`src/design/ip_address_text_classifier_defines.svh`:
```
// Assertion macros shared by the address classifier RTL.
// Included by design files that carry concurrent checks; no other dependencies.
`ifndef IP_ADDRESS_TEXT_CLASSIFIER_DEFINES_SVH
`define IP_ADDRESS_TEXT_CLASSIFIER_DEFINES_SVH

`ifndef SYNTHESIS

// Property that must hold at every clock edge outside reset.
`define IATC_ASSERT(lbl, prop, msg) \
   lbl: assert property (@(posedge clock) disable iff (reset) (prop)) else $error(msg);

// Antecedent in this cycle implies consequent in the next.
`define IATC_ASSERT_NEXT(lbl, ante, cons, msg) \
   lbl: assert property (@(posedge clock) disable iff (reset) (ante) |=> (cons)) \
      else $error(msg);

`else

`define IATC_ASSERT(lbl, prop, msg)
`define IATC_ASSERT_NEXT(lbl, ante, cons, msg)

`endif

`endif

```
`src/design/iatc_pkg.sv`:
```
// Package for the address text classifier: field widths, verdict codes and
// character class helpers. No dependencies.
package iatc_pkg;

   localparam int CH_W       = 8;
   localparam int VERDICT_W  = 2;
   localparam int V4_CNT_W   = 3;
   localparam int V4_LEN_W   = 2;
   localparam int V4_VAL_W   = 9;
   localparam int V6_CNT_W   = 4;
   localparam int V6_LEN_W   = 3;

   localparam logic [V4_CNT_W-1:0] V4_GROUPS     = 3'd4;
   localparam logic [V4_LEN_W-1:0] V4_LEN_SAT    = 2'd2;
   localparam logic [V4_VAL_W-1:0] V4_VAL_MAX    = 9'd255;
   localparam logic [V4_VAL_W-1:0] V4_VAL_SAT    = 9'd256;
   localparam logic [V6_CNT_W-1:0] V6_GROUPS     = 4'd8;
   localparam logic [V6_LEN_W-1:0] V6_LEN_MAX    = 3'd4;
   localparam logic [V6_LEN_W-1:0] V6_LEN_SAT    = 3'd5;

   localparam logic [CH_W-1:0] CHAR_DOT   = 8'h2e;
   localparam logic [CH_W-1:0] CHAR_COLON = 8'h3a;
   localparam logic [CH_W-1:0] CHAR_ZERO  = 8'h30;

   typedef enum logic [VERDICT_W-1:0] {
      VERDICT_NONE = 2'd0,
      VERDICT_V4   = 2'd1,
      VERDICT_V6   = 2'd2
   } verdict_type;

   function automatic logic is_dec(input logic [CH_W-1:0] c);
      return (c >= 8'h30) && (c <= 8'h39);
   endfunction

   function automatic logic is_hex(input logic [CH_W-1:0] c);
      return is_dec(c) || ((c >= 8'h61) && (c <= 8'h66)) || ((c >= 8'h41) && (c <= 8'h46));
   endfunction

endpackage

```
`src/design/ip_address_text_classifier.sv`:
```
// Address classifier top level: per-character IPv4/IPv6 tracking and verdict register.
// Depends on iatc_pkg and ip_address_text_classifier_defines.svh.
//
// Takes an address string one character per transfer (req_last marks the final
// character) and gives one verdict transfer per string: 0 neither, 1 IPv4,
// 2 IPv6. A string holding any '.' is checked only as IPv4, else one holding
// any ':' only as IPv6. One character is taken every cycle unless req_stall is
// high; the tracking state updates in the same cycle and the verdict is
// registered in the cycle after the final character. Non-final characters are
// taken even while a verdict waits on rsp_stall; a final character waits only
// until the result register frees up. State clears after each final character.
`include "ip_address_text_classifier_defines.svh"

module ip_address_text_classifier (
   input  logic                            clock,
   input  logic                            reset,
   input  logic                            req_valid,
   output logic                            req_stall,
   input  logic [iatc_pkg::CH_W-1:0]       req_ch,
   input  logic                            req_last,
   output logic                            rsp_valid,
   input  logic                            rsp_stall,
   output logic [iatc_pkg::VERDICT_W-1:0]  rsp_verdict
);
   import iatc_pkg::*;

   logic                saw_dot_ff,  saw_dot_in;
   logic                saw_colon_ff, saw_colon_in;
   logic                v4_bad_ff,   v4_bad_in;
   logic [V4_CNT_W-1:0] v4_cnt_ff,   v4_cnt_in;
   logic [V4_LEN_W-1:0] v4_len_ff,   v4_len_in;
   logic                v4_lz_ff,    v4_lz_in;
   logic [V4_VAL_W-1:0] v4_val_ff,   v4_val_in;
   logic                v6_bad_ff,   v6_bad_in;
   logic [V6_CNT_W-1:0] v6_cnt_ff,   v6_cnt_in;
   logic [V6_LEN_W-1:0] v6_len_ff,   v6_len_in;
   logic                rsp_valid_ff, rsp_valid_in;
   verdict_type         verdict_ff,  verdict_in;

   logic                accept, accept_last;
   logic                c_dec, c_hex, c_dot, c_colon;
   logic [11:0]         v4_prod;

   // per-character results before end-of-string handling
   logic                s_dot, s_colon, s4_bad, s4_lz, s6_bad;
   logic [V4_CNT_W-1:0] s4_cnt;
   logic [V4_LEN_W-1:0] s4_len;
   logic [V4_VAL_W-1:0] s4_val;
   logic [V6_CNT_W-1:0] s6_cnt;
   logic [V6_LEN_W-1:0] s6_len;
   logic                f4_bad, f6_bad;
   logic [V4_CNT_W-1:0] f4_cnt;
   logic [V6_CNT_W-1:0] f6_cnt;

   assign req_stall   = rsp_valid_ff && rsp_stall && req_last;
   assign accept      = req_valid && !req_stall;
   assign accept_last = accept && req_last;
   assign rsp_valid   = rsp_valid_ff;
   assign rsp_verdict = verdict_ff;

   assign c_dec   = is_dec(req_ch);
   assign c_hex   = is_hex(req_ch);
   assign c_dot   = (req_ch == CHAR_DOT);
   assign c_colon = (req_ch == CHAR_COLON);
   assign v4_prod = 12'(v4_val_ff) * 12'd10 + 12'(req_ch - CHAR_ZERO);

   always_comb begin
      s_dot  = saw_dot_ff;
      s4_bad = v4_bad_ff;
      s4_cnt = v4_cnt_ff;
      s4_len = v4_len_ff;
      s4_lz  = v4_lz_ff;
      s4_val = v4_val_ff;
      if (c_dot) begin
         s_dot = 1'b1;
         if (v4_len_ff == '0 || v4_val_ff > V4_VAL_MAX) s4_bad = 1'b1;
         if (v4_cnt_ff >= V4_GROUPS) s4_bad = 1'b1;
         else s4_cnt = v4_cnt_ff + 1'b1;
         s4_len = '0;
         s4_lz  = 1'b0;
         s4_val = '0;
      end else if (c_dec) begin
         if (v4_len_ff == '0) s4_lz = (req_ch == CHAR_ZERO);
         else if (v4_lz_ff) s4_bad = 1'b1;
         if (v4_len_ff < V4_LEN_SAT) s4_len = v4_len_ff + 1'b1;
         s4_val = (v4_prod > 12'(V4_VAL_SAT)) ? V4_VAL_SAT : v4_prod[V4_VAL_W-1:0];
      end else begin
         s4_bad = 1'b1;
      end
   end

   always_comb begin
      s_colon = saw_colon_ff;
      s6_bad  = v6_bad_ff;
      s6_cnt  = v6_cnt_ff;
      s6_len  = v6_len_ff;
      if (c_colon) begin
         s_colon = 1'b1;
         if (v6_len_ff == '0 || v6_len_ff > V6_LEN_MAX) s6_bad = 1'b1;
         if (v6_cnt_ff >= V6_GROUPS) s6_bad = 1'b1;
         else s6_cnt = v6_cnt_ff + 1'b1;
         s6_len = '0;
      end else if (c_hex) begin
         if (v6_len_ff < V6_LEN_SAT) s6_len = v6_len_ff + 1'b1;
      end else begin
         s6_bad = 1'b1;
      end
   end

   // end-of-string group close
   always_comb begin
      f4_bad = s4_bad || !c_dec || (s4_len == '0) || (s4_val > V4_VAL_MAX) ||
               (s4_cnt >= V4_GROUPS);
      f4_cnt = (s4_cnt >= V4_GROUPS) ? s4_cnt : s4_cnt + 1'b1;
      f6_bad = s6_bad || (s6_len == '0) || (s6_len > V6_LEN_MAX) || (s6_cnt >= V6_GROUPS);
      f6_cnt = (s6_cnt >= V6_GROUPS) ? s6_cnt : s6_cnt + 1'b1;
      verdict_in = VERDICT_NONE;
      if (s_dot) begin
         if (!f4_bad && f4_cnt == V4_GROUPS) verdict_in = VERDICT_V4;
      end else if (s_colon) begin
         if (!f6_bad && f6_cnt == V6_GROUPS) verdict_in = VERDICT_V6;
      end
   end

   always_comb begin
      saw_dot_in   = saw_dot_ff;
      saw_colon_in = saw_colon_ff;
      v4_bad_in    = v4_bad_ff;
      v4_cnt_in    = v4_cnt_ff;
      v4_len_in    = v4_len_ff;
      v4_lz_in     = v4_lz_ff;
      v4_val_in    = v4_val_ff;
      v6_bad_in    = v6_bad_ff;
      v6_cnt_in    = v6_cnt_ff;
      v6_len_in    = v6_len_ff;
      if (accept_last) begin
         saw_dot_in   = 1'b0;
         saw_colon_in = 1'b0;
         v4_bad_in    = 1'b0;
         v4_cnt_in    = '0;
         v4_len_in    = '0;
         v4_lz_in     = 1'b0;
         v4_val_in    = '0;
         v6_bad_in    = 1'b0;
         v6_cnt_in    = '0;
         v6_len_in    = '0;
      end else if (accept) begin
         saw_dot_in   = s_dot;
         saw_colon_in = s_colon;
         v4_bad_in    = s4_bad;
         v4_cnt_in    = s4_cnt;
         v4_len_in    = s4_len;
         v4_lz_in     = s4_lz;
         v4_val_in    = s4_val;
         v6_bad_in    = s6_bad;
         v6_cnt_in    = s6_cnt;
         v6_len_in    = s6_len;
      end
      rsp_valid_in = accept_last || (rsp_valid_ff && rsp_stall);
   end

   always_ff @(posedge clock) begin
      if (reset) begin
         saw_dot_ff   <= 1'b0;
         saw_colon_ff <= 1'b0;
         v4_bad_ff    <= 1'b0;
         v4_cnt_ff    <= '0;
         v4_len_ff    <= '0;
         v4_lz_ff     <= 1'b0;
         v4_val_ff    <= '0;
         v6_bad_ff    <= 1'b0;
         v6_cnt_ff    <= '0;
         v6_len_ff    <= '0;
         rsp_valid_ff <= 1'b0;
      end else begin
         saw_dot_ff   <= saw_dot_in;
         saw_colon_ff <= saw_colon_in;
         v4_bad_ff    <= v4_bad_in;
         v4_cnt_ff    <= v4_cnt_in;
         v4_len_ff    <= v4_len_in;
         v4_lz_ff     <= v4_lz_in;
         v4_val_ff    <= v4_val_in;
         v6_bad_ff    <= v6_bad_in;
         v6_cnt_ff    <= v6_cnt_in;
         v6_len_ff    <= v6_len_in;
         rsp_valid_ff <= rsp_valid_in;
      end
   end

   always_ff @(posedge clock) begin
      if (accept_last) begin
         verdict_ff <= verdict_in;
      end
   end

   `IATC_ASSERT_NEXT(a_last_gives_rsp, accept_last, rsp_valid_ff, "final char without verdict")
   `IATC_ASSERT_NEXT(a_mid_no_rsp, accept && !req_last && !rsp_valid_ff, !rsp_valid_ff, "verdict from non-final char")
   `IATC_ASSERT_NEXT(a_last_clears, accept_last, !saw_dot_ff && !saw_colon_ff && v4_cnt_ff == '0 && v6_cnt_ff == '0, "state not cleared after final char")
   `IATC_ASSERT(a_counts_bounded, v4_cnt_ff <= V4_GROUPS && v6_cnt_ff <= V6_GROUPS && v4_val_ff <= V4_VAL_SAT && v6_len_ff <= V6_LEN_SAT, "tracking state out of range")

endmodule

```
`config.mk`:
```
export PLATFORM = sky130hd
export DESIGN_NAME = ip_address_text_classifier
export DESIGN_NICKNAME = d
export VERILOG_FILES = /design/src/design/iatc_pkg.sv /design/src/design/ip_address_text_classifier.sv
export VERILOG_INCLUDE_DIRS = /design/src /design/src/design
export SDC_FILE = /design/constraint.sdc
export NUM_CORES = 1
export LEC_CHECK = 0
export BUFFER_PORTS_ARGS = -buffer_cell sky130_fd_sc_hd__buf_2
export CORE_ASPECT_RATIO = 1.25
export CORE_MARGIN = 1.5
export CORE_UTILIZATION = 30
export CTS_CLUSTER_SIZE = 24
export DETAILED_ROUTE_END_ITERATION = 6
export PLACE_DENSITY = 0.54
export SLEW_MARGIN = 20
export SYNTH_ARGS = -nofsm -noshare
export SYNTH_HDL_FRONTEND = slang
export SYNTH_SLANG_ARGS = --single-unit
```
`constraint.sdc`:
```
create_clock -name clock -period 4.5 [get_ports clock]
set_input_delay 0.225 -clock clock [delete_from_list [all_inputs] [get_ports clock]]
set_output_delay 0.225 -clock clock [all_outputs]
set_load 0.01 [all_outputs]
```
==> results of run 1 <==
[per-stage QoR]
| stage | util [%] | instance area (µm²) | worst slack (ps) | hold slack, ps | total power [µW] |
|---|---|---|---|---|---|
| floorplan | - | 2570 | 1170 | 294 | 332 |
| global placement | 33.1 | 2740 | 916 | 412 | 358 |
| detailed placement | 33.1 | 2740 | 804 | 415 | 359 |
| CTS | 34.1 | 2830 | 795 | 111 | 580 |
| global route | 34.1 | 2830 | 390 | 124 | 601 |
| finish | 34.1 | 2830 | 782 | 124 | 571 |
[critical path: cells and delay by family (launching register included)]
family          cells  cell delay (ps)
compound gates      6             1300
fa+ha+maj           4             1240
simple gates        4              660
buf+inv             1               70
flops               1              360
[layer usage]
layer / up-vias / routed length, µm
li1: 1177 / -
met1: 1073 / 2650
met2: 47 / 2940
met3: 10 / 255
met4: 0 / 123
met5: - / 0
[registers in the layout (all words and copies together) (netlist names), 2 cells and up]
name / flops
v4_cnt_ff: 3
rsp_verdict: 2
v4_val_ff: 9
v6_cnt_ff: 4
v6_len_ff: 3
v4_len_ff: 2
[power breakdown]
part,switching (µW),total [µW],internal [µW],leakage (µW)
logic,56.3,88.3,32.0,0.000984
registers,2.25,265,263,0.000236
clock network,111,218,107,0.0000482
[synth_stat cells (2+ instances only)]
master	n	area (µm²)
nor2b_1	3	18.8
nand2_1	28	105
o211a_1	2	20.0
xnor2_1	14	123
o21a_1	3	22.5
nor4_1	2	12.5
o31ai_1	3	22.5
nor3_1	10	50.1
o21ai_0	19	95.1
xor2_1	6	52.6
inv_1	29	109
edfxtp_1	2	60.1
a211o_1	3	26.3
a21o_1	3	22.5
fa_1	2	40.0
nor2_1	28	105
a31oi_1	3	18.8
nand2b_1	4	25.0
o32ai_1	2	17.5
nand3_1	8	40.0
and2_1	2	12.5
o2111ai_1	2	17.5
a21oi_1	29	145
clkbuf_1	2	7.51
dfxtp_1	27	541
and3_1	5	31.3
a211oi_1	3	22.5
mux2i_1	4	40.0
nor3b_1	2	15.0
buf_6	2	22.5
ha_1	37	463
nand4_1	3	18.8
[worst max-delay path by stage]
stage | startpoint | end | slack [ps] | depth (start not counted)
5_1_grt | v4_val_ff[1] | rsp_verdict[0] | 390 | 12
3_3_place_gp | v4_val_ff[1] | v4_val_ff[0] | 920 | 15
6_report | v4_val_ff[1] | v4_val_ff[0] | 780 | 15
2_1_floorplan | v4_val_ff[1] | rsp_verdict[0] | 1170 | 17
4_1_cts | v4_val_ff[1] | v4_val_ff[0] | 790 | 15
3_5_place_dp | v4_val_ff[1] | v4_val_ff[0] | 800 | 15
[cell families after synthesis]
| logic type | after synthesis | share of synthesized area, % |
|---|---|---|
| AND/OR/NAND/NOR | 107 | 21.2 |
| multiplexers | 4 | 1.56 |
| AO/OA/AOI/OAI | 83 | 21.1 |
| buffers and inverters | 33 | 5.41 |
| flip-flops | 29 | 23.4 |
| adder cells (fa/ha/maj) | 39 | 19.6 |
| XOR/XNOR | 21 | 7.70 |
[cell type report]
class	count	area, µm²
multi-input combinational	254	1830
inverter	29	109
clock inverter	3	16.3
tap	97	121
timing repair buffer	16	80.1
fill	906	5460
sequential	29	601
clock buffer	5	68.8
==> flow_metrics.env, run 1 <==
export IMPL_avgSynthCellArea_um2=8.13
export IMPL_cp_slowest_stage_delay_ps=400
export IMPL_crit_path_top_delay_cell="fa_1"
export IMPL_critPathRequiredTime_ps=4700
export IMPL_drive_gt1_share_pct=10.1
export IMPL_vias_per_cell=5.33
export IMPL_h_tree_depth=2
export IMPL_finClkSkew_ps=4.21
export IMPL_vias=2307
export IMPL_status="finished, final reports clean"
export IMPL_relSlewSlack_pct=35.7
export IMPL_layout_common_cells="37 x ha_1, 29 x inv_1, 29 x a21oi_1, 28 x nor2_1, 28 x nand2_1"
export IMPL_setup_tns_ps=0
export IMPL_r2r_slack_ps=780
export IMPL_dieArea_um2=9130
export IMPL_start_util_pct=31.0
export IMPL_use_met1_pct=15.8
export IMPL_antenna_left=0
export IMPL_drt_initial_drc_count=47
export IMPL_hold_viol_final=0
export IMPL_clk_pin_slew_ps=70
export IMPL_endpoint_kind="register"
export IMPL_first_global_vias=2171
export IMPL_grt_busiest_layer="met2"
export IMPL_routedWlPerCell_um=13.8
export IMPL_area_delta_synth_final_pct=9.99
export IMPL_firstDrtPassIters=4
export IMPL_cts_resized=0
export IMPL_cts_tree="done"
export IMPL_postSynthCellCount=316
export IMPL_r2r_cells=15
export IMPL_rsz0062_at_grt="false"
export IMPL_reg2reg_from="v4_val_ff[1]"
export IMPL_fin_crit_ps=3720
export IMPL_criticalPathCategory="register to register"
export IMPL_grt_pass1_wl_mm=9.80
export IMPL_finalCritPeriodShare_pct=82.6
export IMPL_ys_seq_area_share_pct=23.4
export IMPL_wl_mm=5.97
export IMPL_final_common_cell="ha_1"
export IMPL_drv_slew=0
export IMPL_dp_cells=425
export IMPL_place_congestion=0.841
export IMPL_crit_chain="ha_1 > ha_1 > inv_1 > fa_1 > nor2b_1 > o21ai_0 > a21oi_1 > nor2_1 > ha_1 > and3_1 > a21o_1 > a211o_1 > o2111ai_2 > nand4_2 > o31ai_1"
export IMPL_met3_usage_pct=2.72
export IMPL_worstMarginPinSlew_ps=949
export IMPL_syn_area_um2=2570
export IMPL_track_usage_pct=13.5
export IMPL_drv_cap=0
export IMPL_pin_count=17
export IMPL_crit_path_max_fanout=8
export IMPL_cts_setup_buffers=0
export IMPL_ys_warn_count=0
export IMPL_critical_path_most_common_cell="ha_1"
export IMPL_clockRootBuffer="clkbuf_8"
export IMPL_synth_cell_types=56
export IMPL_cts_max_path_buffers=2
export IMPL_startpoint_type="register"
export IMPL_hp_start="reset"
export IMPL_holdPathEnd="rsp_valid"
export IMPL_hold_depth=2
export IMPL_crit_arrival_ps=3920
export IMPL_final_cell_count_no_fill=433
export IMPL_antenna_cells=0
export IMPL_fmax_mhz=269
export IMPL_grt_max_degree=20
export IMPL_rows=37
export IMPL_use_met2_pct=24.0
export IMPL_cts_sinks=29
export IMPL_ir_drop_mv=0.0868
export IMPL_worstHoldPathType="input pin to register"
export IMPL_core_area_um2=8290
export IMPL_hpwl_mm=4.79
export IMPL_grt_remaining_overflow=0
export IMPL_setup_viol=0
export IMPL_insertion_delay_ps=280
export IMPL_synth_edf_count=2
export IMPL_synth_ff_type="dfxtp_1"
export IMPL_die_width_um=85.8
export IMPL_drc=0
export IMPL_async_flop_share_pct=0
export IMPL_p_leak_uw=0.00127
export IMPL_yosys_register_bits=29
export IMPL_final_nets=387
export IMPL_syn_nets=368
export IMPL_reg2reg_to="v4_val_ff[0]"
export IMPL_port_buffers=16
export IMPL_cts_buffers=5
export IMPL_die_height_um=106
export IMPL_p_per_area_nw_per_um2=202
export IMPL_holdBufCountCts=0
export IMPL_antenna_found_initial=0
Power figures use the tool's default switching activity.
==> run 2: changes to the inputs <==
==> constraint.sdc (replaced) <==
create_clock -name clock -period 3.49 [get_ports clock]
set_input_delay 0.1745 -clock clock [delete_from_list [all_inputs] [get_ports clock]]
set_output_delay 0.1745 -clock clock [all_outputs]
set_load 0.01 [all_outputs]
==> run 2 against run 1 <==
Effect of this change: core utilization rose by 2.2 points; sequential cell count unchanged; via count barely moved; critical path type unchanged; largest power group unchanged; register-to-register slack worse by 740 ps.
==> flow_metrics.env, run 2 (synthesis results as in run 1) <==
export IMPL_status="finished, final reports clean"
export IMPL_wl_mm=6.14
export IMPL_crit_arrival_ps=3640
export IMPL_crit_path_max_fanout=8
export IMPL_h_tree_depth=2
export IMPL_die_height_um=106
export IMPL_critical_path_most_common_cell="ha_4"
export IMPL_rsz0062_at_grt="true"
export IMPL_setup_viol=0
export IMPL_cts_sinks=29
export IMPL_clockRootBuffer="clkbuf_8"
export IMPL_grt_max_degree=20
export IMPL_drv_slew=0
export IMPL_insertion_delay_ps=280
export IMPL_clk_pin_slew_ps=60
export IMPL_use_met1_pct=16.3
export IMPL_final_nets=400
export IMPL_cp_slowest_stage_delay_ps=360
export IMPL_drt_initial_drc_count=80
export IMPL_hpwl_mm=4.90
export IMPL_grt_pass1_wl_mm=10.1
export IMPL_final_cell_count_no_fill=445
export IMPL_endpoint_kind="register"
export IMPL_layout_common_cells="34 x ha_1, 28 x inv_1, 28 x nand2_1, 28 x a21oi_1, 27 x nor2_1"
export IMPL_relSlewSlack_pct=55.9
export IMPL_fin_crit_ps=3450
export IMPL_start_util_pct=31.0
export IMPL_hold_viol_final=0
export IMPL_crit_chain="ha_4 > ha_4 > inv_2 > fa_2 > nor2b_2 > o21ai_2 > a21oi_2 > buf_4 > o21a_1 > nor2_1 > xnor2_1 > ha_1 > buf_6 > a211o_1 > o2111ai_4 > nand4_4 > o31ai_2"
export IMPL_place_congestion=0.825
export IMPL_top_register="v4_val_ff"
export IMPL_worstMarginPinSlew_ps=661
export IMPL_grt_remaining_overflow=0
export IMPL_cts_buffers=5
export IMPL_ir_drop_mv=0.155
export IMPL_use_met2_pct=25.4
export IMPL_first_global_vias=2170
export IMPL_reg_top3="v4_val_ff x9, v6_cnt_ff x4"
export IMPL_finClkSkew_ps=4.34
export IMPL_largest_reg_flops=9
export IMPL_r2r_slack_ps=40
export IMPL_cp_top_family="compound AO/OA/AOI/OAI gates"
export IMPL_rows=37
export IMPL_dieArea_um2=9130
export IMPL_final_common_cell="ha_1"
export IMPL_drive_gt1_share_pct=17.5
export IMPL_cts_max_path_buffers=2
export IMPL_antenna_left=0
export IMPL_area_delta_synth_final_pct=17.1
export IMPL_pin_count=17
export IMPL_die_width_um=85.8
export IMPL_fin_util_pct=36.3
export IMPL_crit_path_top_delay_cell="dfxtp_4"
export IMPL_firstDrtPassIters=4
export IMPL_met3_usage_pct=2.72
export IMPL_p_leak_uw=0.00133
export IMPL_fmax_mhz=290
export IMPL_cp_buffers_inverters=3
export IMPL_setup_tns_ps=0
export IMPL_vias=2306
export IMPL_vias_per_cell=5.18
export IMPL_grt_busiest_layer="met2"
export IMPL_criticalPathCategory="register to register"
export IMPL_core_area_um2=8290
export IMPL_critPathRequiredTime_ps=3680
export IMPL_drc=0
export IMPL_antenna_cells=0
export IMPL_routedWlPerCell_um=13.8
export IMPL_antenna_found_initial=0
export IMPL_drv_cap=0
export IMPL_startpoint_type="register"
export IMPL_cts_tree="done"
export IMPL_port_buffers=16
export IMPL_p_per_area_nw_per_um2=249
export IMPL_finalCritPeriodShare_pct=98.8
export IMPL_track_usage_pct=13.8
export IMPL_worstHoldPathType="input pin to register"
export IMPL_dp_cells=436
## run 2: cell types whose count changed in the layout (fill, tap and decap cells not counted), sizes merged
cell | previous run | this run
buf | 16 | 29
clkbuf | 5 | 7
clkinv | 2 | 0
inv | 30 | 29
## run 2: stage by stage
stage,instance area (µm²),hold slack (ps),total power [µW],setup WS (ps)
floorplan,2570,244,428,163
global placement,2820,363,469,59.4
detailed placement,2820,370,469,2.21
CTS,2910,67.7,756,-17.2
global route,3010,78.5,789,-132
finish,3010,73.7,750,42.5
## run 2: power breakdown
| part | internal, µW | switching (µW) | total, µW |
|---|---|---|---|
| clock | 156 | 128 | 284 |
| combinational | 50.2 | 74.9 | 125 |
| sequential | 338 | 3.04 | 341 |
| total | 545 | 206 | 750 |
## run 2: timing repair
action	CTS	global route
endpoints found under the setup margin	2	10
resized for setup	0	22
pin swaps	0	15
hold buffers	0	0
buffers inserted	0	2
## run 2: routing by layer
| metal | wire length [µm] | up-vias |
|---|---|---|
| li1 | - | 1192 |
| met1 | 2760 | 1079 |
| met2 | 3170 | 31 |
| met3 | 149 | 4 |
| met4 | 59 | 0 |
| met5 | 0 | - |
## run 2: area by class of cell
class,instances,area (µm²)
multi-input cells,254,1900
flip-flops and latches,29,608
inverters,29,109
well taps,97,121
repair buffers,29,181
clock buffers,7,86.3
fillers,871,5280
## run 2: path summary, 6_finish.rpt
kind,cells past startpoint,end,start
setup / recovery,17,v4_val_ff[0],v4_val_ff[3]
hold / removal,2,rsp_valid,reset
setup reg to reg,17,v4_val_ff[0],v4_val_ff[3]
hold reg to reg,2,v6_bad_ff,v6_bad_ff
==> run 3: changes to the inputs <==
--- a/config.mk
+++ b/config.mk
@@ -6,13 +6,14 @@
 export SDC_FILE = /design/constraint.sdc
 export NUM_CORES = 1
 export LEC_CHECK = 0
-export BUFFER_PORTS_ARGS = -buffer_cell sky130_fd_sc_hd__buf_2
+export ABC_AREA = 1
 export CORE_ASPECT_RATIO = 1.25
 export CORE_MARGIN = 1.5
 export CORE_UTILIZATION = 30
 export CTS_CLUSTER_SIZE = 24
 export DETAILED_ROUTE_END_ITERATION = 6
-export PLACE_DENSITY = 0.54
+export DONT_BUFFER_PORTS = 1
+export PLACE_DENSITY = 0.53
 export SLEW_MARGIN = 20
 export SYNTH_ARGS = -nofsm -noshare
 export SYNTH_HDL_FRONTEND = slang
==> run 3 against run 2 <==
Effect of this change: sequential cell count unchanged; final cell count up 38%; critical endpoint is now rsp_verdict[0]; wire length up 22%; core utilization about the same; area after synthesis up 17%; largest cell class unchanged; largest power group is now the clock network.
==> flow_metrics.env, run 3 <==
export IMPL_async_flop_share_pct=0
export IMPL_drv_cap=0
export IMPL_final_nets=540
export IMPL_antenna_found_initial=0
export IMPL_fillers=1063
export IMPL_grt_remaining_overflow=0
export IMPL_cts_sinks=29
export IMPL_grt_pass1_wl_mm=12.7
export IMPL_rows=40
export IMPL_yosys_register_bits=29
export IMPL_place_congestion=0.860
export IMPL_antenna_cells=0
export IMPL_hp_start="reset"
export IMPL_fin_crit_ps=3290
export IMPL_syn_area_um2=3010
export IMPL_wl_met3_um=334
export IMPL_endpoint_kind="register"
export IMPL_die_width_um=92.6
export IMPL_start_util_pct=31.0
export IMPL_port_buffers=0
export IMPL_critical_path_most_common_cell="nand2_1"
export IMPL_startpoint_type="register"
export IMPL_drv_slew=0
export IMPL_avgSynthCellArea_um2=6.29
export IMPL_worstMarginPinSlew_ps=390
export IMPL_reg_top3="v4_val_ff x9, v6_cnt_ff x4"
export IMPL_antenna_left=0
export IMPL_final_cell_count_no_fill=615
export IMPL_yosysMostFrequentCell="nand2_1"
export IMPL_status="finished, final reports clean"
export IMPL_hold_depth=3
export IMPL_holdPathEnd="rsp_valid"
export IMPL_hold_viol_final=0
export IMPL_clk_pin_slew_ps=50
export IMPL_track_usage_pct=14.9
export IMPL_ir_drop_mv=0.221
export IMPL_crit_chain="ha_1 > ha_2 > inv_1 > fa_2 > o31ai_4 > nand2_1 > nand2_1 > a21oi_1 > xnor2_1 > ha_1 > nand2_2 > nor2_2 > nand3_1 > nand3_2 > inv_2 > nand2_4 > nand2_4 > nand4_1 > nand3_1 > nand2_1 > inv_1"
export IMPL_dieArea_um2=10700
export IMPL_crit_arrival_ps=3330
export IMPL_r2r_cells=21
export IMPL_criticalPathCategory="register to register"
export IMPL_first_global_vias=2737
export IMPL_finalCritPeriodShare_pct=94.2
export IMPL_p_leak_uw=0.00175
export IMPL_hpwl_mm=5.84
export IMPL_final_common_cell="nand2_1"
export IMPL_synth_edf_count=2
export IMPL_vias_per_cell=4.73
export IMPL_ys_seq_area_share_pct=19.9
export IMPL_reg2reg_to="rsp_verdict[0]"
export IMPL_drt_initial_drc_count=109
export IMPL_synth_cell_types=34
export IMPL_m1WireLength_mm=3.36
export IMPL_firstDrtPassIters=4
export IMPL_cts_tree="done"
export IMPL_area_delta_synth_final_pct=16.9
export IMPL_dp_cells=603
export IMPL_critPathRequiredTime_ps=3530
export IMPL_ys_top_cells_by_area="dfxtp_1 18%, nand2_1 16%, ha_1 15%, inv_1 9.8%, a21oi_1 5.6%"
export IMPL_drive_gt1_share_pct=14.1
export IMPL_drc=0
export IMPL_wl_met2_mm=3.55
export IMPL_top_register="v4_val_ff"
export IMPL_finClkSkew_ps=5.34
export IMPL_core_area_um2=9710
export IMPL_layout_common_cells="128 x nand2_1, 78 x inv_1, 43 x nor2_1, 33 x ha_1, 30 x a21oi_1"
export IMPL_relSlewSlack_pct=74.0
export IMPL_fin_area_um2=3520
export IMPL_syn_nets=531
export IMPL_largest_reg_flops=9
export IMPL_dr_max_layer_used="met4"
export IMPL_yosys_area_top_type="dfxtp_1"
export IMPL_crit_path_top_delay_cell="fa_2"
export IMPL_place_area_um2=3170
export IMPL_pin_count=17
export IMPL_worstHoldPathType="input pin to register"
export IMPL_setup_viol=0
export IMPL_insertion_delay_ps=280
export IMPL_r2r_slack_ps=200
export IMPL_cts_max_path_buffers=2
export IMPL_cts_buffers=5
export IMPL_fmax_mhz=304
export IMPL_vias=2911
export IMPL_h_tree_depth=2
export IMPL_crit_path_max_fanout=5
export IMPL_netlist_area_leader_share_pct=17.9
export IMPL_ys_warn_count=0
export IMPL_wl_mm=7.47
export IMPL_routedWlPerCell_um=12.1
export IMPL_grt_max_degree=25
export IMPL_postSynthCellCount=479
export IMPL_cp_slowest_stage_delay_ps=390
export IMPL_die_height_um=115
export IMPL_synth_commonest_cells="132 x nand2_1, 79 x inv_1, 45 x nor2_1"
export IMPL_p_per_area_nw_per_um2=323
export IMPL_clockRootBuffer="clkbuf_16"
export IMPL_reg2reg_from="v4_val_ff[3]"
export IMPL_synth_ff_type="dfxtp_1"
## run 3: changes by cell type after synthesis, moves of 9 or more
| cell | before | now |
|---|---|---|
| nand3_1 | 8 | 30 |
| inv_1 | 29 | 79 |
| nor3_1 | 10 | 1 |
| nand4_1 | 3 | 14 |
| nor2_1 | 28 | 45 |
| xnor2_1 | 14 | 5 |
| nand2_1 | 28 | 132 |
## run 3: layout make-up
type                       count  area, µm²  share of cell area, %
clock buffer                   5        125                   3.55
sequential                    29        603                   17.1
timing repair buffer           7       52.6                   1.49
multi-input combinational    361       2200                   62.6
clock inverter                 3       65.1                   1.85
inverter                      84        315                   8.95
tap                          126        158                   4.47
## run 3: timing repair
item                       4_1_cts  5_1_grt
setup endpoints to repair        0       10
setup buffers                    0        2
resized for setup                0       28
hold buffers                     0        0
## run 3: worst max path at each step
stage | from | endpoint | slack, ps | cells past startpoint
global placement | v4_val_ff[1] | v4_val_ff[0] | 60 | 19
CTS | v4_val_ff[3] | rsp_verdict[0] | 40 | 21
floorplan | v4_val_ff[1] | rsp_verdict[0] | 230 | 21
detailed placement | v4_val_ff[3] | rsp_verdict[0] | 50 | 21
finish | v4_val_ff[3] | rsp_verdict[0] | 200 | 21
global route | v4_val_ff[3] | rsp_verdict[0] | -30 | 21
## run 3: per-layer routing
metal,track usage (%),vias to the layer above
li1,-,1548
met1,18.5,1302
met2,25.2,48
met3,2.45,13
met4,7.07,0
met5,0,-
## run 3: worst max-delay path: cells and delay by family, from the launching register on
family | cells | cell delay (ps)
simple gates | 11 | 980
xor+xnor | 1 | 140
flops | 1 | 320
compound gates | 2 | 310
fa+ha+maj | 4 | 1180
buf+inv | 3 | 140
## run 3: cell families (layout without fill, tap and decap cells)
kind of cell,Yosys count,in the layout,share of synthesized area (%)
AOI/OAI and AO/OA,64,64,11.5
buffers and inverters,91,99,11.7
xor gates and xnor gates,12,12,3.99
DFF,29,29,19.9
adders and majority gates,39,39,16.7
and+or+nand+nor,244,246,36.2
## run 3: per-stage QoR
stage	util, %	TNS, ps	hold slack [ps]	power (µW)	worst slack [ps]
after floorplan	-	0	338	521	230
after global placement	32.7	0	345	562	63.5
after detailed placement	32.7	0	363	564	46.1
after CTS	34.6	0	67.4	1130	41.4
after global routing	36.3	-31.3	79.2	1210	-26.8
final	36.3	0	64.8	1140	201
## run 3: report_power, final
part	internal [µW]	switching [µW]
clock	407	158
combinational	73.9	143
sequential	347	10.6
total	828	311
